$ cat config.mk
export PLATFORM = sky130hd
export DESIGN_NAME = gcd_stage
export DESIGN_NICKNAME = d
export VERILOG_FILES = /design/src/gcd_pkg.sv /design/src/gcd_stage.sv
export SDC_FILE = /design/constraint.sdc
export NUM_CORES = 1
export LEC_CHECK = 0
export BUFFER_PORTS_ARGS = -buffer_cell sky130_fd_sc_hd__buf_2
export CAP_MARGIN = 20
export CORE_MARGIN = 4
export CORE_UTILIZATION = 35
export CTS_CLUSTER_SIZE = 28
export DETAILED_ROUTE_END_ITERATION = 8
export GPL_ROUTABILITY_DRIVEN = 0
export HOLD_SLACK_MARGIN = 0.02
export SLEW_MARGIN = 20
export SYNTH_ARGS = -nofsm -noshare
export SYNTH_HDL_FRONTEND = slang
export SYNTH_SLANG_ARGS = --single-unit
$ cat constraint.sdc
create_clock -name clk -period 1.5 [get_ports clk]
set_clock_uncertainty 0.05 [all_clocks]
set_input_delay 0.225 -clock clk [delete_from_list [all_inputs] [get_ports clk]]
set_output_delay 0.225 -clock clk [all_outputs]
set_load 0.02 [all_outputs]
$ cat src/gcd_pkg.sv
package gcd_pkg;

	// binary gcd step stages per item: 2*w - 1 always suffice for w-bit operands,
	// one spare stage keeps the chain at 2*w
	function automatic int gcd_steps(input int w);
		gcd_steps = 2 * w;
	endfunction

endpackage

$ cat src/gcd_stage.sv
// one binary gcd step: strip common twos, halve a lone even operand, or reduce the larger odd operand
module gcd_stage import gcd_pkg::*; #(
	parameter int DATA_WIDTH = 31,
	parameter int SHIFT_WIDTH = 6
) (
	input  logic                   clk,
	input  logic                   arst_n,
	input  logic                   en,
	input  logic                   in_valid,
	input  logic [DATA_WIDTH-1:0]  in_a,
	input  logic [DATA_WIDTH-1:0]  in_b,
	input  logic [SHIFT_WIDTH-1:0] in_k,
	input  logic                   in_bad,
	output logic                   out_valid,
	output logic [DATA_WIDTH-1:0]  out_a,
	output logic [DATA_WIDTH-1:0]  out_b,
	output logic [SHIFT_WIDTH-1:0] out_k,
	output logic                   out_bad
);

	logic [DATA_WIDTH-1:0]  a_n, b_n, diff;
	logic [SHIFT_WIDTH-1:0] k_n;

	// once b is zero the item is done and the step passes it through unchanged
	always_comb begin
		a_n  = in_a;
		b_n  = in_b;
		k_n  = in_k;
		diff = (in_a > in_b) ? in_a - in_b : in_b - in_a;
		if (in_b != '0) begin
			if (!in_a[0] && !in_b[0]) begin
				a_n = in_a >> 1;
				b_n = in_b >> 1;
				k_n = in_k + 1'b1;
			end else if (!in_a[0]) begin
				a_n = in_a >> 1;
			end else if (!in_b[0]) begin
				b_n = in_b >> 1;
			end else begin
				a_n = (in_a < in_b) ? in_a : in_b;
				b_n = diff >> 1;
			end
		end
	end

	always_ff @(posedge clk or negedge arst_n) begin
		if (!arst_n) begin
			out_valid <= 1'b0;
		end else if (en) begin
			out_valid <= in_valid;
		end
	end

	always_ff @(posedge clk) begin
		if (en) begin
			out_a   <= a_n;
			out_b   <= b_n;
			out_k   <= k_n;
			out_bad <= in_bad;
		end
	end

endmodule

==> results.py, run 1 <==
metrics = {
    "run_status": {
        "outcome": "complete, but fails checks",
        "violations": "setup timing",
    },
    "detailed_routing": {
        "routed_wl_um": 30300,
        "met2_length_um": 13600,
        "top_layer": "met4",
        "wire_per_inst_um": 20.7,
        "viasPerCell": 5.67,
        "drt_iter0_drc": 1096,
        "met3_length_um": 2840,
        "drc_errors": 0,
        "drt_first_pass_iters": 6,
        "drtAntennaViolNets": 0,
        "vias": 8295,
        "met1_length_um": 12800,
    },
    "layout": {
        "drive_gt1_frac": 0.568,
        "nets": 1363,
        "mostFrequentLayoutCell": "buf_4",
        "layout_common_cells": "buf_4 (315), buf_2 (123), edfxtp_1 (69)",
        "fin_util": 0.650,
        "final_area_um2": 12200,
        "area_growth_pct": 82.2,
        "fill_cells": 1356,
    },
    "sta": {
        "setup_violations": 68,
        "slew_viol_final": 0,
        "setup_slack_ns": -1.21,
        "timing.slew.headroom": 0.643,
        "clock.fmax_ghz": 0.369,
        "final.period_utilization": 1.81,
        "min_period_ns": 2.71,
        "hold_violations": 0,
        "worst_pin_slew_ns": 0.529,
        "rsz0062_at_grt": "yes",
    },
    "cts": {
        "clkTransAtPathRegs_ns": 0.07,
        "cts_tree": "yes",
        "clock-root-buffer": "clkbuf_16",
        "h-tree-depth": 3,
        "numCtsBuffers": 9,
        "clk_path_buf_depth": 2,
        "clkSinkCount": 70,
        "clk_latency_ns": 0.34,
    },
    "logic_synthesis": {
        "synth.distinct_cells": 69,
        "synth_top_family_by_area": "compound AO/OA/AOI/OAI gates",
        "synth_xor_area_frac": 0.0433,
        "synthAdderAreaFrac": 0.126,
        "ys_ff_latch": 70,
        "synth_compound_area_frac": 0.306,
        "synth_edf_count": 69,
        "synth_area_um2": 6670,
        "ys.warnings.count": 0,
        "synthMuxAreaShare": 0.0352,
        "synth_flop_cell": "edfxtp_1",
        "synth-simple-area-share": 0.103,
        "syn_avg_cell_area_um2": 8.85,
        "postSynthCellCount": 754,
        "synth_seq_area_share": 0.314,
        "synth_nets": 893,
        "synthArstFlopShare": 0.0143,
    },
    "floorplan": {
        "dieWidth_um": 146,
        "dieArea_um2": 21300,
        "core_um2": 18700,
        "fp.dieH_um": 146,
        "start_util": 0.357,
        "io_pins": 143,
        "num_rows": 50,
    },
    "setup_path": {
        "cp-end-kind": "flip-flop",
        "path_buf_inv": 7,
        "cpPeakStageDelay_ns": 0.36,
        "arrival_ns": 2.75,
        "rr_endpoint": "out_valid",
        "critical_path.top_delay_family": "buffers and inverters",
        "worstPathCellList": "buf_2 -> inv_1 -> ha_1 -> inv_1 -> buf_4 -> nor3_1 -> buf_4 -> a21oi_2 -> or2_4 -> buf_12 -> buf_6 -> nor3_4 -> a21oi_2 -> xnor2_2 -> a211oi_2",
        "cp_max_fo": 13,
        "crit_required_ns": 1.54,
        "r2r_setup_slack_ns": 0.71,
        "crit_path_start_kind": "input pin",
        "rr_startpoint": "out_valid",
        "critPathSlowestCell": "ha_1",
        "crit_type": "in -> reg",
        "ff2ff_path_depth": 1,
    },
    "global_route": {
        "grt_first_pass_wirelength_um": 44300,
        "grt_max_degree": 50,
        "antenna_found_initial": 1,
        "grt_overflow": 0,
        "grt_pass1_vias": 7943,
        "grt.total_usage": 0.262,
    },
    "placement": {
        "placed_area_um2": 10100,
        "io_buffer_count": 142,
        "place.detailed.hpwl_um": 21700,
    },
    "power": {
        "power.leakage_nw": 5.62,
        "vdd_drop_max_mv": 0.545,
        "powerDensity_nw_per_um2": 821,
    },
    "job": {
        "cap_viol_max_count": 0,
    },
    "min_path": {
        "hp-class": "in -> reg",
        "whs_path_depth": 2,
        "holdPathEnd": "out_valid",
        "hp-start": "in_valid",
    },
}
-- logic make-up after synthesis --
group	count (synthesis)
buffers and inverters	117
and+or+nand+nor	142
adders and majority gates	66
xor gates and xnor gates	33
muxes	23
DFF	70
AOI/OAI and AO/OA	303
-- flip-flops by register name, summed over array words and instances (netlist names) --
name	cells
out_a	31
out_b	31
out_bad	1
out_k	6
out_valid	1
-- per-stage QoR --
step	setup TNS, ns	hold slack [ns]	setup WS [ns]	instances	power [W]
global route	-74.24	0.0685	-1.30	1464	0.0103
finish	-70.19	0.0666	-1.21	1464	0.00998
detailed placement	-97.31	-0.0482	-1.66	1382	0.00633
floorplan	-61.98	-0.121	-1.36	754	0.00458
global placement	-96.52	-0.0497	-1.63	1382	0.00630
CTS	-64.29	0.0605	-1.11	1455	0.00949
-- cell usage after synthesis (all sizes together) (5+ instances only) --
master  instances  area [um2]
a22o           30         263
a31oi           5        31.3
a211oi          6        50.1
ha             64         801
xor2           12         105
edfxtp         69        2070
nor4            9        56.3
mux2i          19         190
nand2b          6        37.5
nor3            6        30.0
a21o           42         315
o21a            7        52.6
a21oi          85         437
nand3           7        35.0
nand2          43         161
o21ai          44         224
o22ai          29         181
o21bai         11        82.6
nor2           37         139
nand4          11        68.8
inv            75         282
clkbuf         25        93.8
nor2b           5        31.3
xnor2          21         184
buf            15         105
-- routing by layer --
layer | up-vias | global-route usage
li1 | 3759 | -
met1 | 3968 | 0.367
met2 | 485 | 0.413
met3 | 83 | 0.0500
met4 | 0 | 0.0804
met5 | - | 0
-- where the power goes --
group | internal, W | switching (W)
combinational | 0.00237 | 0.00257
clock | 0.00163 | 0.000936
sequential | 0.00242 | 0.0000609
total | 0.00642 | 0.00356
-- repair_timing --
action,in CTS,in global routing
pin swaps,49,56
resized for setup,178,77
cloned,5,0
hold endpoints to repair,2,0
setup endpoints to repair,68,68
hold buffers,2,0
buffers inserted,51,13
-- layout make-up --
type	instances	area (um2)	share of cell area
Timing Repair Buffer	499	3800	0.313
Inverter	77	320	0.0263
Clock buffer	9	225	0.0185
Sequential cell	70	2100	0.172
Clock inverter	7	121	0.00998
Multi-Input combinational cell	567	5300	0.436
Antenna cell	1	2.50	0.000206
Tap cell	234	293	0.0241
-- how the worst max path moves through the flow --
stage                   from   endpoint  slack [ns]  cells after the start
finish              in_a[18]   out_b[3]       -1.21                     15
global route        in_a[18]  out_b[24]       -1.30                     17
CTS                  in_a[1]   out_a[1]       -1.11                     18
detailed placement  in_a[26]  out_b[27]       -1.66                     13
global placement    in_a[21]  out_b[26]       -1.63                     14
floorplan            in_a[0]  out_b[27]       -1.36                     14
Note: power is estimated with default switching activity, not from simulation.
==> inputs of run 2 (changes only) <==
PLACE_DENSITY = 0.54   (was not set)
==> results.py, run 2 (synthesized netlist as in run 1, its figures left out) <==
metrics = {
    "run_status": {
        "outcome": "complete, but fails checks",
        "violations": "setup timing",
    },
    "global_route": {
        "antenna_found_initial": 0,
        "grt_max_degree": 31,
        "grt.total_usage": 0.250,
        "grt_overflow": 0,
        "grt_pass1_vias": 7822,
        "grt_first_pass_wirelength_um": 42500,
    },
    "power": {
        "p_comb_frac": 0.483,
        "seq_power_share": 0.252,
        "power.leakage_nw": 5.57,
        "switching_share": 0.350,
        "powerDensity_nw_per_um2": 823,
        "switchingPower_w": 0.00344,
        "clkPwrFrac": 0.265,
        "vdd_drop_max_mv": 0.642,
        "power.internal_w": 0.00638,
        "power_w": 0.00981,
    },
    "cts": {
        "clk_path_buf_depth": 2,
        "clkTransAtPathRegs_ns": 0.07,
        "clk_latency_ns": 0.35,
        "numCtsBuffers": 9,
        "cts_tree": "yes",
        "h-tree-depth": 3,
        "clkSinkCount": 70,
        "clock-root-buffer": "clkbuf_16",
    },
    "placement": {
        "place.detailed.hpwl_um": 20900,
        "io_buffer_count": 142,
        "placedCellCount": 1392,
        "placed_area_um2": 10200,
    },
    "setup_path": {
        "ff2ff_path_depth": 1,
        "crit_required_ns": 1.56,
        "crit_path_start_kind": "input pin",
        "crit_type": "in -> reg",
        "rr_endpoint": "out_valid",
        "critPathSlowestCell": "a2111o_1",
        "rr_startpoint": "out_valid",
        "cpPeakStageDelay_ns": 0.38,
        "cp-end-kind": "flip-flop",
        "cp_max_fo": 7,
        "r2r_setup_slack_ns": 0.72,
        "arrival_ns": 2.77,
        "worstPathCellList": "buf_12 -> clkinv_8 -> buf_6 -> ha_2 -> nand2b_4 -> a211oi_4 -> o41ai_4 -> o21ai_2 -> a21oi_2 -> or2_4 -> buf_6 -> mux2i_1 -> a2111o_1 -> mux2i_1 -> nor2_1",
    },
    "layout": {
        "insertedDiodeCount": 0,
        "mostFrequentLayoutCell": "buf_4",
        "layout.cells.non_filler": 1445,
        "drive_gt1_frac": 0.545,
        "layout_common_cells": "buf_4 (299), buf_2 (123), edfxtp_1 (69)",
        "nets": 1345,
        "top_regs": "out_a x31, out_b x31, out_k x6",
        "area_growth_pct": 78.6,
        "final_area_um2": 11900,
        "fin_util": 0.637,
    },
    "detailed_routing": {
        "viasPerCell": 5.49,
        "wire_per_inst_um": 19.7,
        "vias": 7936,
        "routed_wl_um": 28400,
        "drt_iter0_drc": 601,
        "drt_first_pass_iters": 5,
        "drc_errors": 0,
        "drtAntennaViolNets": 0,
    },
    "sta": {
        "timing.slew.headroom": 0.388,
        "final.period_utilization": 1.81,
        "hold_violations": 0,
        "min_period_ns": 2.71,
        "clock.fmax_ghz": 0.369,
        "worst_pin_slew_ns": 0.914,
        "setup_violations": 67,
        "whs_ns": 0.0506,
        "slew_viol_final": 0,
        "rsz0062_at_grt": "yes",
        "setup_slack_ns": -1.21,
    },
    "floorplan": {
        "core_um2": 18700,
        "io_pins": 143,
        "dieArea_um2": 21300,
        "dieWidth_um": 146,
        "fp.dieH_um": 146,
        "num_rows": 50,
        "start_util": 0.357,
    },
    "min_path": {
        "holdPathEnd": "out_valid",
        "hp-start": "in_valid",
        "hp-class": "in -> reg",
        "whs_path_depth": 2,
    },
    "job": {
        "cap_viol_max_count": 0,
    },
}
run 2: cell types whose count changed in the layout (fill, tap and decap cells not counted), moves of 6 or more:
cell and change:
ha_4 -10, buf_12 +8, ha_1 +14, o21ai_2 -6, buf_6 -9, buf_4 -16
run 2: cell type report:
type                    instances  area [um2]
clock buffers                   9         225
clock inverters                 7         121
fillers                      1564        6790
inverters                      77         323
multi-input cells             567        5140
flip-flops and latches         70        2100
well taps                     234         293
repair buffers                481        3710
run 2: power groups by stage:
stage / clock network (W) / registers, W / logic (W)
final: 0.00260 / 0.00247 / 0.00474
after global routing: 0.00270 / 0.00249 / 0.00504
after CTS: 0.00263 / 0.00248 / 0.00432
after detailed placement: 0 / 0.00251 / 0.00385
after global placement: 0 / 0.00251 / 0.00383
after floorplan: 0 / 0.00280 / 0.00178
run 2: routing by layer:
metal / global-route usage / wire length, um / up-vias
met3: 0.0416 / 2150 / 53
met4: 0.0696 / 790 / 0
met2: 0.398 / 12800 / 338
met5: 0 / 0 / -
li1: - / - / 3746
met1: 0.351 / 12700 / 3799
run 2: worst max-delay path by stage:
stage | from | to | slack (ns) | cells past startpoint
2_1_floorplan | in_a[0] | out_b[27] | -1.36 | 14
3_3_place_gp | in_a[0] | out_b[29] | -1.75 | 15
4_1_cts | in_a[1] | out_b[26] | -1.15 | 15
6_report | in_a[0] | out_b[27] | -1.21 | 15
5_1_grt | in_a[14] | out_b[26] | -1.35 | 15
3_5_place_dp | in_a[0] | out_b[29] | -1.78 | 15
run 2: critical path, delay by kind of cell:
family	cells	cell delay (ns)
compound gates	5	1.12
buf+inv	4	0.42
fa+ha+maj	1	0.18
mux	2	0.31
simple gates	3	0.51
run 2: repair_timing:
| action | CTS | global route |
|---|---|---|
| setup buffers | 20 | 19 |
| gates cloned | 1 | 2 |
| pin swaps | 80 | 58 |
| setup endpoints to repair | 68 | 68 |
| hold buffers | 2 | 0 |
| resized for setup | 143 | 79 |
| hold endpoints to repair | 2 | 0 |
run 2: metrics by stage:
stage,setup slack (ns),TNS [ns]
final,-1.21,-67.03
after global routing,-1.35,-73.98
after CTS,-1.15,-63.65
after detailed placement,-1.78,-96.98
after global placement,-1.75,-95.18
after floorplan,-1.36,-61.98
